[src/weekly_relay_schedule_engine_assert.svh]
// ----------------------------------------------------------------------------
// weekly relay schedule engine assertion macros
// shared concurrent assertion forms, clocked on clk and disabled in reset
// ----------------------------------------------------------------------------
`ifndef WEEKLY_RELAY_SCHEDULE_ENGINE_ASSERT_SVH
`define WEEKLY_RELAY_SCHEDULE_ENGINE_ASSERT_SVH

// same-cycle implication
`define WRSE_ASSERT_IMPL(label, ante, cons) \
  label: assert property (@(posedge clk) disable iff (!rst_n) (ante) |-> (cons)) \
    else $error("wrse assertion failed");

// next-cycle implication
`define WRSE_ASSERT_NEXT(label, ante, cons) \
  label: assert property (@(posedge clk) disable iff (!rst_n) (ante) |=> (cons)) \
    else $error("wrse assertion failed");

`endif

[src/wrse_pkg.sv]
`timescale 1ns / 1ps
// ----------------------------------------------------------------------------
// wrse_pkg
// types and constants of the weekly relay schedule engine
// ----------------------------------------------------------------------------
package wrse_pkg;

  localparam int DEF_TIMER_SLOTS = 16;

  localparam int KIND_W   = 2;
  localparam int MINUTE_W = 11;
  localparam int SECOND_W = 6;
  localparam int WDAY_W   = 3;
  localparam int SLOT_W   = 4;
  localparam int DAYS_W   = 8;
  localparam int ACTION_W = 8;
  localparam int COUNT_W  = 8;

  localparam logic [KIND_W-1:0] KIND_TICK  = 2'd0;
  localparam logic [KIND_W-1:0] KIND_WRITE = 2'd1;
  localparam logic [KIND_W-1:0] KIND_COUNT = 2'd2;

  localparam logic [MINUTE_W-1:0] LAST_MINUTE     = 11'd1439;
  localparam logic [ACTION_W-1:0] ACT_OFF         = 8'd0;
  localparam logic [ACTION_W-1:0] ACT_ON          = 8'd1;
  localparam logic [ACTION_W-1:0] ACT_TIMED_FIRST = 8'd5;
  localparam logic [ACTION_W-1:0] ACT_TIMED_END   = 8'd60;

  typedef struct packed {
    logic                en;
    logic [DAYS_W-1:0]   days;
    logic [ACTION_W-1:0] action;
    logic [MINUTE_W-1:0] minute;
  } entry_t;

  typedef struct packed {
    logic invalid;
    logic fire;
    logic act;
    logic clear_en;
  } fire_t;

endpackage

[src/wrse_fire_eval.sv]
`timescale 1ns / 1ps
// ----------------------------------------------------------------------------
// wrse_fire_eval
// checks one schedule entry against the current tick
// ----------------------------------------------------------------------------
module wrse_fire_eval import wrse_pkg::*; (
  input  entry_t              entry,
  input  logic [MINUTE_W-1:0] tk_min,
  input  logic [SECOND_W-1:0] tk_sec,
  input  logic [WDAY_W-1:0]   tk_wd,
  output fire_t               res
);

  logic bad_min;
  logic bad_act;
  logic match;
  logic day;
  logic one_shot;
  logic timed;

  always_comb begin
    bad_min  = entry.minute > LAST_MINUTE;
    bad_act  = (entry.action > ACT_ON && entry.action < ACT_TIMED_FIRST) ||
               (entry.action >= ACT_TIMED_END);
    match    = entry.en && (entry.minute == tk_min) && !bad_min && !bad_act;
    day      = entry.days[tk_wd];
    one_shot = (entry.days == '0);
    timed    = (entry.action >= ACT_TIMED_FIRST) && (entry.action < ACT_TIMED_END) &&
               (ACTION_W'(tk_sec) == entry.action);

    res         = '0;
    res.invalid = bad_min || bad_act;
    if (match) begin
      if (tk_sec == '0) begin
        if (one_shot) begin
          res.fire     = 1'b1;
          res.act      = entry.action != ACT_OFF;
          res.clear_en = (entry.action == ACT_OFF) || (entry.action == ACT_ON);
        end else if (day) begin
          res.fire = 1'b1;
          res.act  = entry.action != ACT_OFF;
        end
      end else if (timed) begin
        // timed-off second of an on-then-off entry
        if (one_shot) begin
          res.fire     = 1'b1;
          res.clear_en = 1'b1;
        end else if (day) begin
          res.fire = 1'b1;
        end
      end
    end
  end

endmodule
[config.mk]
export PLATFORM = sky130hd
export DESIGN_NAME = wrse_fire_eval
export DESIGN_NICKNAME = d
export VERILOG_FILES = /design/src/weekly_relay_schedule_engine_assert.svh /design/src/wrse_pkg.sv /design/src/wrse_fire_eval.sv
export SDC_FILE = /design/constraint.sdc
export NUM_CORES = 1
export LEC_CHECK = 0
export ABC_AREA = 1
export BUFFER_PORTS_ARGS = -buffer_cell sky130_fd_sc_hd__buf_2
export CORE_MARGIN = 2
export CORE_UTILIZATION = 43
export DETAILED_ROUTE_END_ITERATION = 12
export GPL_TIMING_DRIVEN = 0
export PLACE_DENSITY = 0.91
export SYNTH_ARGS = -nofsm -noshare
export SYNTH_HDL_FRONTEND = slang
export SYNTH_SLANG_ARGS = --single-unit
[constraint.sdc]
create_clock -name vclk -period 1.1
set_input_delay 0.055 -clock vclk [all_inputs]
set_output_delay 0.055 -clock vclk [all_outputs]
set_load 0.01 [all_outputs]
# Word-level counts from Yosys, hierarchy flattened
# Index checks and enable logic that the tools add are counted.
[word_totals] regBits=0 in_bits=48 out_inout_bits=4 wordCells=39
[op_classes] n_lt_le_gt_ge=7 n_eq_ne=3 mux=14 reduce_logical=15
[ops] cell="8-bit logical NOT" n=2
[ops] cell="11-bit equality test" n=1
[ops] cell="11-bit > comparator, second input constant" n=1
[ops] cell="1-bit 2-to-1 mux" n=10
[ops] cell="6-bit by 8-bit equality test with 1-bit output" n=1
[ops] cell="8-bit by 1-bit equality test with 1-bit output, second input constant" n=1
[ops] cell="8-bit by 3-bit greater-or-equal comparator with 1-bit output, second input constant" n=1
[ops] cell="8-bit by 6-bit greater-or-equal comparator with 1-bit output, second input constant" n=1
[ops] cell="8-bit by 1-bit > comparator with 1-bit output, second input constant" n=1
[ops] cell="8-bit by 3-bit less-than comparator with 1-bit output, second input constant" n=1
[ops] cell="8-bit by 6-bit less-than comparator with 1-bit output, second input constant" n=1
[ops] cell="8-bit nonzero test" n=1
[ops] cell="1-bit logical AND" n=6
[ops] cell="6-bit logical NOT" n=1
[ops] cell="3-bit by 4-bit less-than comparator with 1-bit output, second input constant" n=1
[ops] cell="2-bit 2-to-1 mux" n=2
[ops] cell="1-bit binary-select mux with 3-bit select" n=1
[ops] cell="1-bit logical OR" n=3
[ops] cell="3-bit 2-to-1 mux" n=1
[ops] cell="1-bit logical NOT" n=2

# Logic depth before layout (Yosys ltp)
[logic_depth] depth_word=7 depth_mapped=9 depth_no_buf=9

# Worst setup path before layout
# OpenSTA, ideal clock, no wires.
[synth_path] path_type="input-to-output" startpoint="input entry[18] (netlist name)" endpoint="output res[0] (netlist name)" arrival_time_ps=768 required_ps=1045 path_slack_ps=277 stages=7 n_path_buf=0 cell_sequence="nor2_2 > o21ai_1 > nor2_1 > nand3_1 > nor2_1 > nor2_1 > nor2_1"
[synth_lines] element="start: declaration" line="wrse_fire_eval.sv:7" text="input entry_t entry,"
[synth_lines] element="end: declaration" line="wrse_fire_eval.sv:11" text="output fire_t res"

==> out/results.ini <==
[status]
status = complete, no violations

[timing]
drv_slew = 0
hold_violations = 0
slew_headroom_pct = 84.49
fin_ws_ns = 0.04998
fin_crit_ns = 1.050
min_period_over_period_pct = 95.46
tns_ns = 0
tightest_slew_ns = 0.2314
fmax_ghz = 0.9524
finalSetupViolations = 0
rsz0062_at_grt = yes

[routing]
vias = 910
via_per_inst = 4.740
antenna_left = 0
drcViolationCount = 0
wl_per_cell_microns = 8.786
first_pass_iters = 4
drt_wl_total_microns = 1687
drtIter0Drc = 12

[layout]
clkbuf_count = 0
regArea_sq_um = 0
final_area_sq_um = 957.2
synthToLayoutAreaGrowth_pct = 67.03
finalNetCount = 227
diodes = 0
drive_gt1_share_pct = 42.37
seq_cells = 0

[logic_synthesis]
yosysTopAreaCell = nand2_1
ys_warn_count = 0
yosys.area.top_type_share_pct = 22.93
synth.cells.most_frequent = 35 x nand2_1, 21 x nor2_1, 20 x inv_1
netlist_area_sq_um = 573.1
synthesis.nets = 172
synth.avg_cell_area_sq_um = 4.621
synth_most_common_cell = nand2_1
yosysUniqueCellTypes = 18
ys_top_cells_by_area = nand2_1 23%, nor2_1 14%, inv_1 13%
yosysSeqAreaShare_pct = 0
synthesis.instances = 124

[floorplanning]
core-area_sq_um = 1269
start_util_pct = 45.17
die_area_sq_um = 1641
fp.dieH_microns = 40.51
rows = 13
die_w_microns = 40.51
io_pins = 52

[power_and_ir_drop]
p_switching_mw = 0.1464
p_seq_share_pct = 0
clockPowerShare_pct = 0
internal_power_mw = 0.1470
totalPowerFinal_mw = 0.2934
power.leakage_nw = 0.5408
comb_power_share_pct = 100.0
cellPowerDensity_nw_per_um2 = 306.6
swShare_pct = 49.90
vdd_drop_max_mv = 0.1469

[worst_setup_path]
cp-start-kind = primary input
cp-end-kind = primary output
cp_data_arrival_time_ns = 1.00
critPathRequiredTime_ns = 1.04
crit_fanout = 4
worst-setup-path-type = primary input to primary output

[grt]
gr-total-overflow = 0
grt_use_total_pct = 18.69
grt_pass1_wl_microns = 2228
grt_max_degree = 7
antenna_found_initial = 0
grt_pass1_vias = 657

[flow_run]
drv_cap = 0

[placement]
dp_slack_ns = 0.02648
post-dp-hpwl_microns = 1441
place_area_sq_um = 852.1
gp_congestion = 0.7723
port_buffers = 52

[min_path]
min_path_type = primary input to primary output

[clocking]
ctsHoldBuffers = 0

[power groups by stage]
stage	combinational [mW]	sequential, mW	clock (mW)
4_1_cts	0.255	0	0
3_5_place_dp	0.254	0	0
3_3_place_gp	0.246	0	0
6_report	0.293	0	0
2_1_floorplan	0.120	0	0
5_1_grt	0.328	0	0
[timing repair]
action                                 CTS  global route
resized for setup                        0            29
setup endpoints to repair                0             3
endpoints found under the hold margin    0             0
setup buffers                            0             1
[critical path, cell delays in order]
cell     delay, ns
buf_2         0.13
nand2_1       0.07
nor2_2        0.12
nor2_4        0.05
buf_4         0.13
nand3_1       0.07
nor2_1        0.05
nor2_1        0.14
nor2_1        0.05
buf_2         0.13
[layer usage]
metal	global-route usage [%]	routed length, microns	up-vias
met2	40.08	804	37
met3	0	148	0
met5	0	0	-
li1	-	-	496
met1	20.83	733	377
met4	0	0	0
[area by class of cell]
type	instances	area [sq um]
fill	107	311.5
timing repair buffer	53	312.8
tap	15	18.77
inverter	24	92.59
multi-input combinational	100	533.0
[cells in the final DEF, fill, tap and decap left out, drive strengths merged]
master	count
o21ai	6
buf	53
nand3b	1
nand2	35
nor3	4
inv	24
xor2	2
o21a	1
nand4	4
nand3	15
nor2	25
a21boi	1
xnor2	4
o211ai	1
a21oi	1
[stage by stage]
step / std cells / util [%] / hold WS [ns]
6_report: 192 / 75.44 / 0.4752
3_5_place_dp: 191 / 67.16 / 0.4721
2_1_floorplan: 124 / - / 0.2494
3_3_place_gp: 191 / 67.16 / 0.4724
5_1_grt: 192 / 75.44 / 0.5043
4_1_cts: 191 / 67.16 / 0.4736
[worst paths after layout]
check	start	end	depth (start not counted)
setup / recovery	entry[14]	res[0]	10
hold / removal	tk_sec[4]	res[1]	5
[logic make-up after synthesis]
family | Yosys count | share of synthesized area, %
XOR/XNOR | 6 | 9.170
AND/OR/NAND/NOR | 84 | 64.19
AO/OA/AOI/OAI | 10 | 10.92
buffers and inverters | 24 | 15.72
No activity file was read; power rests on OpenSTA's default activity.
