===== src/weekly_relay_schedule_engine_assert.svh =====
// ----------------------------------------------------------------------------
// weekly relay schedule engine assertion macros
// shared concurrent assertion forms, clocked on clk and disabled in reset
// ----------------------------------------------------------------------------
`ifndef WEEKLY_RELAY_SCHEDULE_ENGINE_ASSERT_SVH
`define WEEKLY_RELAY_SCHEDULE_ENGINE_ASSERT_SVH

// same-cycle implication
`define WRSE_ASSERT_IMPL(label, ante, cons) \
  label: assert property (@(posedge clk) disable iff (!rst_n) (ante) |-> (cons)) \
    else $error("wrse assertion failed");

// next-cycle implication
`define WRSE_ASSERT_NEXT(label, ante, cons) \
  label: assert property (@(posedge clk) disable iff (!rst_n) (ante) |=> (cons)) \
    else $error("wrse assertion failed");

`endif


===== src/wrse_pkg.sv =====
`timescale 1ns / 1ps
// ----------------------------------------------------------------------------
// wrse_pkg
// types and constants of the weekly relay schedule engine
// ----------------------------------------------------------------------------
package wrse_pkg;

  localparam int DEF_TIMER_SLOTS = 16;

  localparam int KIND_W   = 2;
  localparam int MINUTE_W = 11;
  localparam int SECOND_W = 6;
  localparam int WDAY_W   = 3;
  localparam int SLOT_W   = 4;
  localparam int DAYS_W   = 8;
  localparam int ACTION_W = 8;
  localparam int COUNT_W  = 8;

  localparam logic [KIND_W-1:0] KIND_TICK  = 2'd0;
  localparam logic [KIND_W-1:0] KIND_WRITE = 2'd1;
  localparam logic [KIND_W-1:0] KIND_COUNT = 2'd2;

  localparam logic [MINUTE_W-1:0] LAST_MINUTE     = 11'd1439;
  localparam logic [ACTION_W-1:0] ACT_OFF         = 8'd0;
  localparam logic [ACTION_W-1:0] ACT_ON          = 8'd1;
  localparam logic [ACTION_W-1:0] ACT_TIMED_FIRST = 8'd5;
  localparam logic [ACTION_W-1:0] ACT_TIMED_END   = 8'd60;

  typedef struct packed {
    logic                en;
    logic [DAYS_W-1:0]   days;
    logic [ACTION_W-1:0] action;
    logic [MINUTE_W-1:0] minute;
  } entry_t;

  typedef struct packed {
    logic invalid;
    logic fire;
    logic act;
    logic clear_en;
  } fire_t;

endpackage


===== src/wrse_slot_mem.sv =====
`timescale 1ns / 1ps
// ----------------------------------------------------------------------------
// wrse_slot_mem
// schedule slot memory, one write and one registered read port per cycle
// ----------------------------------------------------------------------------
module wrse_slot_mem import wrse_pkg::*; #(
  parameter int DEPTH = DEF_TIMER_SLOTS,
  parameter int IDX_W = (DEPTH > 1) ? $clog2(DEPTH) : 1
) (
  input  logic             clk,
  input  logic             rst_n,
  input  logic             wr_en,
  input  logic [IDX_W-1:0] wr_addr,
  input  entry_t           wr_data,
  input  logic             rd_en,
  input  logic [IDX_W-1:0] rd_addr,
  output entry_t           rd_data
);

  entry_t           mem_r [DEPTH];
  entry_t           rd_q_r;
  logic [DEPTH-1:0] vld_r;
  logic             rd_vld_r;

  always_ff @(posedge clk) begin
    if (wr_en) begin
      mem_r[wr_addr] <= wr_data;
    end
    if (rd_en) begin
      rd_q_r <= mem_r[rd_addr];
    end
  end

  // per-entry written flags stand in for clearing the array at reset
  always_ff @(posedge clk) begin
    if (!rst_n) begin
      vld_r    <= '0;
      rd_vld_r <= 1'b0;
    end else begin
      if (wr_en) begin
        vld_r[wr_addr] <= 1'b1;
      end
      if (rd_en) begin
        rd_vld_r <= vld_r[rd_addr];
      end
    end
  end

  assign rd_data = rd_vld_r ? rd_q_r : '0;

endmodule


===== config.mk =====
export PLATFORM = sky130hd
export DESIGN_NAME = wrse_slot_mem
export DESIGN_NICKNAME = d
export VERILOG_FILES = /design/src/weekly_relay_schedule_engine_assert.svh /design/src/wrse_pkg.sv /design/src/wrse_slot_mem.sv
export SDC_FILE = /design/constraint.sdc
export NUM_CORES = 1
export LEC_CHECK = 0
export ABC_AREA = 1
export BUFFER_PORTS_ARGS = -buffer_cell sky130_fd_sc_hd__clkbuf_2
export CAP_MARGIN = 10
export CORE_ASPECT_RATIO = 0.5
export CORE_MARGIN = 4
export CORE_UTILIZATION = 45
export CTS_CLUSTER_DIAMETER = 120
export CTS_CLUSTER_SIZE = 24
export DETAILED_ROUTE_END_ITERATION = 10
export HOLD_SLACK_MARGIN = 0.05
export PLACE_DENSITY_LB_ADDON = 0.1
export SLEW_MARGIN = 5
export SYNTH_ARGS = -nofsm -noshare
export SYNTH_HDL_FRONTEND = slang
export SYNTH_SLANG_ARGS = --single-unit

===== constraint.sdc =====
create_clock -name clk -period 1.9 [get_ports clk]
set_input_delay 0.095 -clock clk [delete_from_list [all_inputs] [get_ports clk]]
set_output_delay 0.095 -clock clk [all_outputs]
set_load 0.02 [all_outputs]

## After elaboration in Yosys (flattened, before gate mapping)

Memory sizes are Yosys's and may differ from the RTL's. A register that Yosys moved wholly into a read port is not among the register bits.
Cells that the tools add are included.

- Memories: 1
- Word-level logic and storage cells: 15
- Input bits: 40
- Bits in registers: 17
- Output and inout port bits: 28
- Memory bits (writable): 448

- Reduce and logical (&&, ||, !) cells: 1
- Muxes and demuxes: 7
- Order comparisons: 3
- Bitwise logic cells: 1

Memories:

| name | depth | bits a word | read ports | clocked after Yosys merged registers in | write ports | line | text |
|---|---|---|---|---|---|---|---|
| mem_r | 16 | 28 | 1 | 1 | 1 | wrse_slot_mem.sv:20 | `entry_t mem_r [DEPTH];` |

Operator list:

| operator | count |
|---|---|
| $mux 28 | 1 |
| $or 16x16->16 | 1 |
| $lt 4x5->1 const B | 2 |
| $bmux 1 s4 | 1 |
| $demux 1 s4 | 1 |
| $ge 4x1->1 const B | 1 |
| $mux 1 | 4 |
| $logic_and 1x1->1 | 1 |

## Longest topological paths before layout

Gate-level depths: netlist (run 1).

- Depth in word-level cells: 5
- Gate-level depth with buffers: 11
- Gate-level depth less buffers: 9

## Worst setup path after synthesis (run 1)

Ideal clock, no wire load.

- Kind: input -> register
- Start point: input wr_en
- End point: memory mem_r[12][0] in the netlist's numbering, enable pin
- Library setup time: 0.414 ns
- Path slack: -0.125 ns
- Buffers on the path: 0
- Data required time: 1.486 ns
- Arrival: 1.611 ns
- Stages on the path: 4
- Cell sequence: inv_1 -> nor3_1 -> inv_1 -> nor2_1

- Word-level cells in the longest chain between the ends: 2

RTL lines:

| item | line | text |
|---|---|---|
| from (decl) | wrse_slot_mem.sv:12 | `input logic wr_en,` |
| $mux 1 | wrse_slot_mem.sv:26 | `if (wr_en) begin` |
| $mux 1 (not written as such) | wrse_slot_mem.sv:27 | `mem_r[wr_addr] <= wr_data;` |
| to (decl) | wrse_slot_mem.sv:20 |  |

No other way between the ends.

==> results of run 1 <==
-- logic make-up (layout without fill, tap and decap cells) --
| family | Yosys count | in the layout | synth area share |
|---|---|---|---|
| simple gates | 526 | 526 | 0.107 |
| compound gates | 338 | 338 | 0.103 |
| other cells | 0 | 2 | 0 |
| buf+inv | 141 | 218 | 0.0360 |
| flops | 493 | 493 | 0.755 |
-- sequential cells by signal, summed over array words and instances (netlist names) --
name	count
mem_r	448
rd_q_r	28
vld_r	16
rd_vld_r	1
-- worst paths after layout --
| kind | start | endpoint | slack (ns) |
|---|---|---|---|
| setup / recovery | rd_vld_r | rd_data[9] | 0.20 |
| hold / removal | rd_addr[0] | rd_q_r[17] | 0.18 |
| setup reg to reg | mem_r[13][15] | rd_q_r[15] | 0.73 |
| hold reg to reg | vld_r[6] | vld_r[6] | 0.48 |
-- metal layers --
layer,up-vias,GRT usage,share of wire
met5,-,0,0
met4,0,0.0319,0.015
met3,53,0.0337,0.058
met2,316,0.347,0.47
met1,6210,0.302,0.46
li1,5537,-,-
-- repair_timing --
action,CTS,global route
hold endpoints to repair,464,0
hold buffers,29,0
gates resized for setup,0,0
-- per-stage QoR --
stage                     total power, mW  instances  worst slack (ns)
after floorplan                      13.3       1498            -0.125
after global placement               13.9       2088             0.257
after detailed placement             13.9       2088             0.257
after CTS                            19.5       2152             0.189
after global routing                 20.1       2154             0.130
final                                19.4       2154             0.196
-- worst min-delay path, delay by kind of cell --
kind	cells	cell delay [ns]
buffers and inverters	1	0.22
AOI/OAI and AO/OA	2	0.19
and+or+nand+nor	2	0.13
-- Yosys cell counts --
master,n,share of area
o21ai_1,42,0.011
buf_6,7,0.0041
o221ai_1,10,0.0045
o21ai_0,182,0.047
edfxtp_1,476,0.74
buf_8,3,0.0023
buf_1,4,0.00077
o21a_1,2,0.00077
o211ai_1,102,0.039
clkbuf_1,41,0.0079
clkbuf_2,3,0.00077
nand3_1,71,0.018
clkinv_1,1,0.00019
inv_1,40,0.0077
dfxtp_1,17,0.018
buf_4,10,0.0039
buf_2,31,0.0080
nor2_1,374,0.072
nand2_1,79,0.015
inv_4,1,0.00032
nor3_1,2,0.00052
-- where the power goes --
part           internal [mW]  total, mW  switching (mW)  leakage [nW]
Clock                   2.44       5.73            3.29         0.326
Combinational          0.442       1.44           0.994          2.44
Sequential              12.2       12.2          0.0678          4.46
-- layout make-up --
cell class / count / area, µm²
Fill cell: 3598 / 20500
Timing Repair Buffer: 141 / 1370
Sequential cell: 493 / 14600
Tap cell: 577 / 722
Clock buffer: 34 / 659
Antenna cell: 2 / 5.00
Multi-Input combinational cell: 864 / 4180
Clock inverter: 1 / 16.3
Inverter: 42 / 163
==> flow_summary.ini, run 1 <==
[worst_setup_path]
crit_cells = 4
start_kind = register
cp.buffers_inverters = 3
arrival_ns = 1.61
end_kind = output pin
crit_required_ns = 1.80
critPathSlowestCell = dfxtp_1
crit_fanout = 16
critical_path.top_delay_family = buffers and inverters
path_class = register to output pin
cpPeakStageDelay_ns = 0.34
worst-r2r-cell-count = 6
path_cells = buf_4 > nand2_1 > inv_1 > clkbuf_2

[cts]
clock_sinks = 493
numCtsBuffers = 24
cts_max_path_buffers = 3
clockRootBuffer = clkbuf_16
cts.htree.levels = 1
clk_latency_ns = 0.58
clkTransAtPathRegs_ns = 0.10
cts_tree = yes
postCtsSetupBuffers = 0

[sta]
setup_viol = 0
fin_crit_sh = 0.897
finalHoldViolations = 0
fin_crit_ns = 1.70
slew_viol_final = 0
hold_ws_ns = 0.179
rsz0062_at_grt = no
fmax_mhz = 587
slew_headroom = 0.552
worst_pin_slew_ns = 0.672
setup_tns_ns = 0
skew_ns = 0.0217

[final_layout]
design_area_um2 = 21700
fin_nets = 1606
final_util = 0.515
area_growth_pct = 12.2
layout_commonest_cell = edfxtp_1
drive_gt1_frac = 0.0997
final_cell_mix = edfxtp_1, nor2_1, o21ai_0, o211ai_1, nand2_1

[logic_synthesis]
yosysUniqueCellTypes = 21
netlist_instances = 1498
ys_warn_count = 0
synthesis.area_um2 = 19400
syn_avg_cell_area_um2 = 12.9
ys_seq_elements = 493
ys_seq_area_frac = 0.755
syn-num-nets = 1538

[detailed_routing]
drtIter0Drc = 1200
ant_nets = 0
drt-pass1-iter-count = 5
vias = 12100
vias_per_cell = 5.62
drc = 0
routedWlPerCell_um = 22.9
wl_um = 49300

[die]
io_pins = 68
design.die.area_um2 = 46700
start_util = 0.459
die_w_um = 302
die_y_um = 155
coreArea_um2 = 42200
row_count = 53

[power]
power.density_nw_per_um2 = 892
p_leak_nw = 7.22
vdd_drop_max_v = 0.000572

[status]
status = finished, final reports clean

[place]
port-buffer-count = 67
place_area_um2 = 20800
gp_congestion = 0.748
hpwl_um = 25000

[worst_hold_path]
min_path_cells = 5
worstHoldPathType = input pin to register

[global_routing]
grt_overflow = 0
grt_use_total = 0.210
grt_pass1_wl_um = 73600
antenna_found_initial = 2
grt_max_degree = 143
grt_pass1_vias = 11800

[flow_run]
drv_cap = 0
Power figures use the tool's default switching activity.
==> run 2, diff against run 1 <==
==> constraint.sdc (replaced) <==
create_clock -name clk -period 1.7 [get_ports clk]
set_input_delay 0.085 -clock clk [delete_from_list [all_inputs] [get_ports clk]]
set_output_delay 0.085 -clock clk [all_outputs]
set_load 0.02 [all_outputs]
==> run 2 against run 1 <==
  * Combinational power grew 16%
  * Die area is the same
  * Clock power increased by 11%
  * Non-clock buffer count rose by 24
  * Utilization up 0.62 points
  * Global-route usage is 0.24 points lower
  * Sequential cell count stayed put
  * Worst setup slack worse by 0.15 ns
  * Hold slack got worse by 0.044 ns
  * Power increased by 12%
  * Register-to-register slack lost 0.24 ns
  * Largest cell class unchanged
  * Largest power group unchanged
==> flow_summary.ini, run 2 (synthesis gave the netlist of run 1 again) <==
[power]
switchingPower_mw = 4.84
p_leak_nw = 7.37
intPower_mw = 16.9
power.density_nw_per_um2 = 987
vdd_drop_max_v = 0.000671
sequentialPowerShare = 0.630
p_sw_frac = 0.223
pwr-share-comb = 0.077
p_clk_frac = 0.294
p_total_mw = 21.7

[sta]
slew_headroom = 0.683
fmax_mhz = 606
fin_crit_ns = 1.65
fin_crit_sh = 0.971
slew_viol_final = 0
finalHoldViolations = 0
worst_slack_ns = 0.0501
skew_ns = 0.0118
worst_pin_slew_ns = 0.475
hold_ws_ns = 0.134
rsz0062_at_grt = yes
setup_viol = 0

[die]
start_util = 0.459
die_w_um = 302
die_y_um = 155
io_pins = 68
design.die.area_um2 = 46700
coreArea_um2 = 42200
row_count = 53

[final_layout]
final_cell_mix = edfxtp_1, nor2_1, o21ai_0, o211ai_1, nand2_1
largest_reg_flops = 448
area_growth_pct = 13.5
fin_nets = 1630
top_register = mem_r
layout_commonest_cell = edfxtp_1
diodes = 0
top_regs = mem_r: 448 flops, rd_q_r: 28 flops, vld_r: 16 flops
final_util = 0.521
drive_gt1_frac = 0.113
nFillCells = 3572

[global_routing]
grt_use_total = 0.207
grt_pass1_vias = 12000
grt_pass1_wl_um = 73900
grt_overflow = 0
grt_max_degree = 65
antenna_found_initial = 0

[cts]
clock_sinks = 493
cts_max_path_buffers = 3
cts_tree = yes
cts.htree.levels = 1
clkTransAtPathRegs_ns = 0.10
clockRootBuffer = clkbuf_16
clk_latency_ns = 0.57
numCtsBuffers = 24

[worst_setup_path]
rr_endpoint = rd_q_r[25]
start_kind = register
worst-r2r-cell-count = 6
reg2reg_setup_slack_ns = 0.49
path_class = register to output pin
crit_required_ns = 1.62
reg2reg_from = mem_r[5][25]
arrival_ns = 1.56
end_kind = output pin
crit_fanout = 16

[detailed_routing]
drt-pass1-iter-count = 5
drc = 0
vias = 11900
vias_per_cell = 5.49
wl_um = 48300
drtIter0Drc = 1243
routedWlPerCell_um = 22.2
ant_nets = 0

[worst_hold_path]
worstHoldPathType = input pin to register
min_to = rd_q_r[18]
min_path_cells = 4
hold_start = rd_addr[3]

[place]
preCtsSetupSlack_ns = 0.277
port-buffer-count = 67
gp_congestion = 0.768
hpwl_um = 27200

[status]
status = finished, final reports clean

[flow_run]
drv_cap = 0
==> run 2: final cells by class <==
| type | instances | area [µm²] | share of cell area |
|---|---|---|---|
| clock buffers | 34 | 659 | 0.0300 |
| well taps | 577 | 722 | 0.0328 |
| inverters | 42 | 163 | 0.00739 |
| flip-flops and latches | 493 | 14600 | 0.665 |
| clock inverters | 1 | 16.3 | 0.000739 |
| repair buffers | 165 | 1640 | 0.0744 |
| multi-input cells | 864 | 4180 | 0.190 |
==> run 2: stage by stage <==
stage	cell area, µm²	TNS [ns]	instances
5_1_grt	22000	-0.00224	2176
3_3_place_gp	21000	0	2111
4_1_cts	22000	0	2176
3_5_place_dp	21000	0	2111
6_report	22000	0	2176
2_1_floorplan	19400	-79.29	1498
==> run 2: critical path: stages (launching register included) <==
cell	delay, ns
dfxtp_1	0.38
buf_8	0.22
nand2_1	0.11
inv_1	0.10
clkbuf_2	0.18
==> run 2: timing repair <==
| action | CTS | global route |
|---|---|---|
| hold buffers | 30 | 0 |
| gates resized for setup | 2 | 0 |
| endpoints found under the setup margin | 1 | 2 |
| endpoints found under the hold margin | 489 | 0 |
| setup buffers | 0 | 0 |
==> run 2: power by group through the flow <==
stage / clock (mW) / combinational (mW) / sequential, mW
after detailed placement: 0 / 1.63 / 14.0
final: 6.38 / 1.67 / 13.7
after floorplan: 0 / 0.888 / 13.9
after global placement: 0 / 1.60 / 14.0
after global routing: 7.05 / 1.85 / 13.7
after CTS: 6.52 / 1.69 / 13.7
==> run 2: worst max-delay path by stage <==
stage	start	end	slack (ns)	cells past startpoint
after global routing	rd_vld_r	rd_data[22]	-0.002	4
after floorplan	wr_en	mem_r[12][0]	-0.32	4
final	rd_vld_r	rd_data[22]	0.05	4
after detailed placement	rd_addr[0]	rd_q_r[22]	0.28	7
after CTS	rd_vld_r	rd_data[22]	0.02	4
after global placement	rd_addr[0]	rd_q_r[24]	0.29	9
==> run 2: per-layer routing <==
metal  vias to the layer above  share of wire  track usage
met5                         -              0            0
met4                         0          0.014       0.0289
met3                        46          0.041       0.0230
met2                       261           0.47        0.342
met1                      6057           0.47        0.307
li1                       5579              -            -
